### src/sv/pfa_pkg.sv
package pfa_pkg;

  // Default prime: largest below 2^16
  localparam int unsigned MODULUS_DEFAULT = 65521;

  // Field element width
  localparam int unsigned ELEM_W = 16;

  // Inverse table depth (one entry per 16-bit address)
  localparam int unsigned ROM_DEPTH = 65536;

  // Register stages inside pfa_mulmod
  localparam int unsigned MUL_LAT = 4;

  // Output queue depth, also the most words that can be in flight
  localparam int unsigned FIFO_DEPTH = 8;

  typedef enum logic [2:0] {
    OP_ADD = 3'd0,
    OP_SUB = 3'd1,
    OP_MUL = 3'd2,
    OP_DIV = 3'd3,
    OP_NEG = 3'd4,
    OP_INV = 3'd5
  } opcode_t;

  typedef struct packed {
    logic [2:0]        opcode;
    logic [ELEM_W-1:0] operand_a;
    logic [ELEM_W-1:0] operand_b;
  } pfa_in_t;

  typedef struct packed {
    logic [ELEM_W-1:0] result;
    logic              zero_divide;
  } pfa_out_t;

  typedef enum logic [1:0] {
    FILL_INIT,
    FILL_FWD,
    FILL_BWD,
    FILL_DONE
  } fill_state_t;

endpackage

### src/sv/pfa_mulmod.sv
// x*y mod MODULUS, Barrett reduction, MUL_LAT register stages
module pfa_mulmod #(
  parameter int unsigned MODULUS = pfa_pkg::MODULUS_DEFAULT
) (
  input  logic                        clk,
  input  logic [pfa_pkg::ELEM_W-1:0]  x,
  input  logic [pfa_pkg::ELEM_W-1:0]  y,
  output logic [pfa_pkg::ELEM_W-1:0]  res
);

  localparam logic [pfa_pkg::ELEM_W-1:0] Mod = MODULUS[pfa_pkg::ELEM_W-1:0];
  // floor(2^32 / M); fits 17 bits since M > 2^15
  localparam logic [16:0] Mu = 17'((64'd1 << 32) / MODULUS);

  logic [31:0] prod_r;
  logic [31:0] prod2_r;
  logic [31:0] prod3_r;
  logic [33:0] est_r;
  logic [32:0] qm_r;
  logic [15:0] res_r;
  logic [16:0] quot;
  logic [31:0] diff;
  logic [17:0] rem0;
  logic [17:0] rem1;
  logic [17:0] rem2;

  assign quot = est_r[33:17];
  assign diff = prod3_r - qm_r[31:0];
  // Barrett estimate is short by at most two
  assign rem0 = diff[17:0];
  assign rem1 = (rem0 >= {2'b00, Mod}) ? rem0 - {2'b00, Mod} : rem0;
  assign rem2 = (rem1 >= {2'b00, Mod}) ? rem1 - {2'b00, Mod} : rem1;

  always_ff @(posedge clk) begin
    prod_r  <= {16'd0, x} * {16'd0, y};
    prod2_r <= prod_r;
    est_r   <= {17'd0, prod_r[31:15]} * {17'd0, Mu};
    prod3_r <= prod2_r;
    qm_r    <= {16'd0, quot} * {17'd0, Mod};
    res_r   <= rem2[15:0];
  end

  assign res = res_r;

endmodule

### config.mk
export PLATFORM = sky130hd
export DESIGN_NAME = pfa_mulmod
export DESIGN_NICKNAME = d
export VERILOG_FILES = /design/src/sv/pfa_pkg.sv /design/src/sv/pfa_mulmod.sv
export SDC_FILE = /design/constraint.sdc
export NUM_CORES = 1
export LEC_CHECK = 0
export BUFFER_PORTS_ARGS = -buffer_cell sky130_fd_sc_hd__buf_2
export CELL_PAD_IN_SITES_DETAIL_PLACEMENT = 0
export CELL_PAD_IN_SITES_GLOBAL_PLACEMENT = 1
export CORE_UTILIZATION = 29
export DETAILED_ROUTE_END_ITERATION = 16
export PLACE_DENSITY_LB_ADDON = 0.05
export SETUP_SLACK_MARGIN = 0.3
export SKIP_CTS_REPAIR_TIMING = 1
export SLEW_MARGIN = 20
export SYNTH_ARGS = -nofsm -noshare
export SYNTH_HDL_FRONTEND = slang
export SYNTH_SLANG_ARGS = --single-unit
### constraint.sdc
create_clock -name clk -period 10.6 [get_ports clk]
set_input_delay 2.12 -clock clk [delete_from_list [all_inputs] [get_ports clk]]
set_output_delay 2.12 -clock clk [all_outputs]
set_load 0.01 [all_outputs]
==> flow_summary.yaml, run 1 <==
global_route:
  track_usage: 0.155
  antenna_found_initial: 0
  grt-ovfl-total: 0
  grt_pass1_vias: 12988
  grt_pass1_wl_mm: 73.2
  grt_max_degree: 17
timing:
  final-setup-viol-count: 0
  period_minus_slack_ns: 8.47
  fmax_ghz: 0.118
  slew_viol_final: 0
  setup_tns_ns: 0
  skew_ns: 0.0207
  worstMarginPinSlew_ns: 0.830
  period_share: 0.799
  finalHoldViolCount: 0
  slew_headroom: 0.438
  rsz0062_at_grt: "no"
critical_path:
  critPathLaunch: "x[4]"
  arrival_ns: 8.83
  reg2reg_depth: 18
  cp_max_fo: 16
  cp.required_ns: 10.95
  setup.worst_path.class: "primary input to flip-flop"
  worstSetupStartpointType: "primary input"
  endpoint_kind: "flip-flop"
  worst_r2r_endpoint: "res[14]$_DFF_P_"
  timing.rr.start: "qm_r[0]$_DFF_P_"
  regToRegSetupSlack_ns: 4.52
detailed_routing:
  drc: 0
  vias: 12007
  dr.first_iter.drc_count: 501
  wl_mm: 45.5
  firstDrtPassIters: 4
  wl_met2_mm: 20.6
  routed_via_density: 4.46
  dr_wl_met3_um: 849
  ant_nets: 0
  routed.top_layer: "met4"
  wl_met1_mm: 23.7
  wl_per_cell_um: 16.9
cts:
  clockBufferDepth: 2
  insertion_delay_ns: 0.44
  cts_tree: "yes"
  htreeDepth: 4
  cts_sinks: 119
  clk_pin_slew_ns: 0.08
  root_buffer: "clkbuf_16"
  numCtsBuffers: 17
layout:
  areaGrowthSynthToFinish_pct: 9.29
  final_nets: 2472
  multi_input_area_mm2: 0.0134
  regArea_mm2: 0.00238
  fin_util: 0.323
  nFillCells: 6335
  antenna_cells: 0
  drive_gt1_frac: 0.0505
logic_synthesis:
  netlist_instances: 1885
  synth_most_common_cell: "inv_1"
  syn-cell-area_mm2: 0.0176
  ys.flop_type: "dfxtp_1"
  synth_top_area_cell: "fa_1"
  synth_edf_count: 0
  avgSynthCellArea_um2: 9.31
  synth_seq_area_share: 0.136
  ys_warn_count: 0
  synth.distinct_cells: 73
  synthTopCellsByCount: "inv_1, fa_1, ha_1, nand2_1, and2_1"
  syn-num-nets: 2449
  synth_top_area_frac: 0.318
  synth_seq_cells: 119
  ys_async_sr_fraction: 0
  yosys-top-cells-area: "fa_1, ha_1, dfxtp_1, inv_1, and2_1"
worst_hold_path:
  worstHoldStart: "prod2_r[9]$_DFF_P_"
  hold_end: "prod3_r[9]$_DFF_P_"
  min_path_cells: 0
  holdCritPathClass: "flip-flop to flip-flop"
floorplanning:
  core_area_mm2: 0.0595
  die_width_um: 248
  num_io_pins: 49
  start_util: 0.295
  fp-row-count: 89
  die_area_mm2: 0.0615
  die_h_um: 248
placed_design:
  portBuffers: 48
  dp_hpwl_mm: 38.4
  gp_congestion: 0.794
outcome:
  status: "completed"
flow_run:
  cap_violations: 0
-- worst max-delay path by stage --
stage                    endpoint  cells after the start
6_report       prod_r[31]$_DFF_P_                     23
5_1_grt        prod_r[31]$_DFF_P_                     25
4_1_cts        prod_r[31]$_DFF_P_                     23
3_5_place_dp   prod_r[31]$_DFF_P_                     23
3_3_place_gp   prod_r[31]$_DFF_P_                     23
2_1_floorplan  prod_r[31]$_DFF_P_                     23
-- final cells by class --
| cell class | count | share of cell area |
|---|---|---|
| Clock inverter | 15 | 0.00906 |
| Sequential cell | 119 | 0.124 |
| Timing Repair Buffer | 49 | 0.0129 |
| Clock buffer | 17 | 0.0222 |
| Tap cell | 773 | 0.0504 |
| Multi-Input combinational cell | 1308 | 0.701 |
| Inverter | 413 | 0.0808 |
-- per-layer routing --
layer / up-vias / global-route usage
met5: - / 0
met4: 0 / 0.0285
met3: 17 / 0.0113
met2: 133 / 0.249
met1: 5908 / 0.228
li1: 5949 / -
-- flip-flops by register name (all words and copies together), names as in the netlist --
register	cells
prod_r	32
prod3_r	18
est_r	18
res	16
prod2_r	17
qm_r	18
-- worst max-delay path: stages --
cell and delay [ns]:
buf_2 0.32, nand2_1 0.14, fa_1 0.54, inv_1 0.05
fa_1 0.48, fa_1 0.53, fa_1 0.53, fa_1 0.55
inv_1 0.06, fa_1 0.52, inv_1 0.04, ha_1 0.35
a21o_1 0.18, a211o_1 0.32, a2111o_1 0.35, a21oi_1 0.24
o21ai_0 0.27, o221ai_1 0.37, o21ai_0 0.21, nor3_1 0.23
o21bai_1 0.11, a21oi_1 0.18, xnor2_1 0.13
-- cell families (layout without fill, tap and decap cells) --
| kind of cell | Yosys count | in the layout | synth area share |
|---|---|---|---|
| adder cells (fa/ha/maj) | 531 | 531 | 0.498 |
| buffers and inverters | 458 | 494 | 0.0987 |
| AND/OR/NAND/NOR | 455 | 455 | 0.130 |
| AO/OA/AOI/OAI | 218 | 218 | 0.0861 |
| flip-flops | 119 | 119 | 0.136 |
| XOR/XNOR | 100 | 100 | 0.0499 |
| multiplexers | 4 | 4 | 0.00242 |
-- per-stage QoR --
step                      setup WS [ns]  std cells  hold slack [ns]  area, um2
after floorplan                    2.44       1885            0.310      17600
after global placement             1.72       2662            0.313      18600
after detailed placement           1.64       2662            0.312      18600
after CTS                          2.10       2694            0.311      19200
after global routing               1.72       2694            0.315      19200
final                              2.13       2694            0.309      19200
-- layout by cell type (no fill, tap or decap), types with 4 or more instances in the layout --
master     netlist  layout
a21o_1          33      33
nand4_1          5       5
nor4_1           4       4
ha_1           252     252
nor3_1          18      18
inv_8            0       6
buf_2            7      48
xor2_1          28      28
clkbuf_16        0      17
o21a_1          12      12
inv_1          413     413
a211oi_1         8       8
nor2_1          65      65
a21oi_1         52      52
o21ai_0         25      25
a31oi_1         10      10
nand3_1         12      12
or2_2            6       6
a211o_1          7       7
nand2b_1        11      11
inv_6            0       4
or3_1            4       4
fa_1           279     279
and3_1          10      10
and2_1         125     125
o211ai_1         7       7
nand2_1        170     170
xnor2_1         72      72
nor2b_1          8       8
o21bai_1        16      16
dfxtp_1        119     119
o21ai_1          5       5
o311ai_0         4       4
Power of run 1 is not shown: default switching activity piles up to over one toggle a cycle in this logic, so the estimate is an artifact.
==> run 2, diff against run 1 <==
==> constraint.sdc (replaced) <==
create_clock -name clk -period 8.83 [get_ports clk]
set_input_delay 1.766 -clock clk [delete_from_list [all_inputs] [get_ports clk]]
set_output_delay 1.766 -clock clk [all_outputs]
set_load 0.01 [all_outputs]
==> run 2 against run 1 <==
Compared with the run above: setup slack worse by 1.5 ns; register-to-register slack worse by 1.6 ns; routed wire length rose by 0.62%; utilization grew 0.17 points; sequential share of layout area shrank 0.064 points; global-route usage rose by 0.20 points; design area is 0.51% higher; sequential cell count is the same; count of clock-buffer cells in the layout unchanged; die area is the same; critical path depth stayed put; critical endpoint unchanged.
==> flow_summary.yaml, run 2 (same netlist as run 1, synthesis figures left out) <==
cts:
  clk_pin_slew_ns: 0.08
  cts_sinks: 119
  cts_tree: "yes"
  insertion_delay_ns: 0.44
  clockBufferDepth: 2
  numCtsBuffers: 17
  root_buffer: "clkbuf_16"
  htreeDepth: 4
worst_hold_path:
  holdCritPathClass: "flip-flop to flip-flop"
  min_path_cells: 0
  worstHoldStart: "prod2_r[9]$_DFF_P_"
  hold_end: "prod3_r[9]$_DFF_P_"
floorplanning:
  start_util: 0.295
  core_area_mm2: 0.0595
  fp-row-count: 89
  die_width_um: 248
  num_io_pins: 49
  die_h_um: 248
  die_area_mm2: 0.0615
timing:
  skew_ns: 0.0213
  rsz0062_at_grt: "no"
  setup_tns_ns: 0
  fmax_ghz: 0.123
  period_share: 0.923
  slew_headroom: 0.429
  slew_viol_final: 0
  final-setup-viol-count: 0
  whs_ns: 0.305
  finalHoldViolCount: 0
  period_minus_slack_ns: 8.15
  worstMarginPinSlew_ns: 0.843
placed_design:
  dp_hpwl_mm: 38.8
  portBuffers: 48
  placed_area_mm2: 0.0187
  gp_congestion: 0.786
critical_path:
  setup.worst_path.class: "primary input to flip-flop"
  arrival_ns: 8.50
  path_cells: "buf_2, nand2_1, fa_1, inv_1, fa_1, fa_1, fa_1, fa_1, inv_1, fa_1, inv_1, ha_1, a21o_1, a211o_1, a2111o_1, a21oi_1, o21ai_0, o221ai_1, o21ai_0, nor3_1, o21bai_1, a21oi_1, xnor2_1"
  timing.rr.start: "qm_r[0]$_DFF_P_"
  endpoint_kind: "flip-flop"
  cp_max_fo: 16
  path_buf_inv: 4
  max_stage_delay_ns: 0.56
  cp_slowest_cell: "fa_1"
  regToRegSetupSlack_ns: 2.87
  cp_common_cell: "fa_1"
  worstSetupStartpointType: "primary input"
  cp.required_ns: 9.18
  worst_r2r_endpoint: "res[12]$_DFF_P_"
  reg2reg_depth: 20
  cpLargestDelayFamily: "adder cells"
layout:
  multi_input_area_mm2: 0.0134
  regMostFlops: "prod_r"
  final_nets: 2485
  final_common_cell: "inv_1"
  nFillCells: 6252
  drive_gt1_frac: 0.0569
  fin_util: 0.324
  stdcell_area_mm2: 0.0193
  antenna_cells: 0
  final_cell_mix: "inv_1, fa_1, ha_1"
  areaGrowthSynthToFinish_pct: 9.86
  largest_register_ffs: 32
  regArea_mm2: 0.00238
global_route:
  grt_pass1_wl_mm: 74.0
  grt_max_degree: 17
  grt-ovfl-total: 0
  antenna_found_initial: 0
  grt_pass1_vias: 13156
  track_usage: 0.157
detailed_routing:
  ant_nets: 0
  drc: 0
  wl_met2_mm: 20.8
  wl_met1_mm: 23.7
  routed.top_layer: "met4"
  dr_wl_met3_um: 865
  wl_per_cell_um: 16.9
  vias: 12058
  wl_mm: 45.8
  routed_via_density: 4.45
  firstDrtPassIters: 5
  dr.first_iter.drc_count: 560
outcome:
  status: "completed"
flow_run:
  cap_violations: 0
-- run 2: cell count changes in the layout (fill, tap and decap cells not counted), sizes merged --
cell	delta
buf	+13
clkinv	-1
clkinvlp	+1
-- run 2: per-layer routing --
layer | vias up | track usage
li1 | 5992 | -
met1 | 5894 | 0.227
met2 | 151 | 0.255
met3 | 21 | 0.0129
met4 | 0 | 0.0307
met5 | - | 0
-- run 2: worst register-to-register path: stages (launching register included) --
cell and delay (ns):
dfxtp_1 0.36, ha_1 0.18, inv_1 0.05, fa_1 0.47
a211o_1 0.32, a2111oi_1 0.61, o21ai_1 0.29, a41o_1 0.30
o211ai_1 0.20, o21ai_1 0.29, a31o_1 0.40, nand2_1 0.12
a21boi_0 0.48, inv_1 0.17, ha_1 0.24, inv_1 0.09
a211oi_1 0.05, o41a_1 0.47, a311o_1 0.40, nor3_1 0.25
xnor2_1 0.16
-- run 2: final cells by class --
| cell class | instances | area share |
|---|---|---|
| clock buffer | 17 | 0.0221 |
| sequential | 119 | 0.124 |
| tap | 773 | 0.0501 |
| clock inverter | 15 | 0.00908 |
| inverter | 413 | 0.0804 |
| timing repair buffer | 62 | 0.0179 |
| multi-input combinational | 1308 | 0.697 |
-- run 2: how the worst max path moves through the flow --
stage / slack, ns / depth (start not counted) / endpoint / startpoint
after global placement: 0.35 / 24 / prod_r[31]$_DFF_P_ / x[10]
after global routing: 0.34 / 23 / prod_r[31]$_DFF_P_ / x[7]
final: 0.68 / 23 / prod_r[31]$_DFF_P_ / x[5]
after floorplan: 1.02 / 23 / prod_r[31]$_DFF_P_ / y[12]
after CTS: 0.69 / 23 / prod_r[31]$_DFF_P_ / x[4]
after detailed placement: 0.25 / 23 / prod_r[31]$_DFF_P_ / x[4]
-- run 2: per-stage QoR --
stage               std cells  setup WS, ns
floorplan                1885          1.02
global placement         2675         0.348
detailed placement       2675         0.246
CTS                      2707         0.691
global route             2707         0.339
finish                   2707         0.676
Power of run 2 is left out for the same reason.
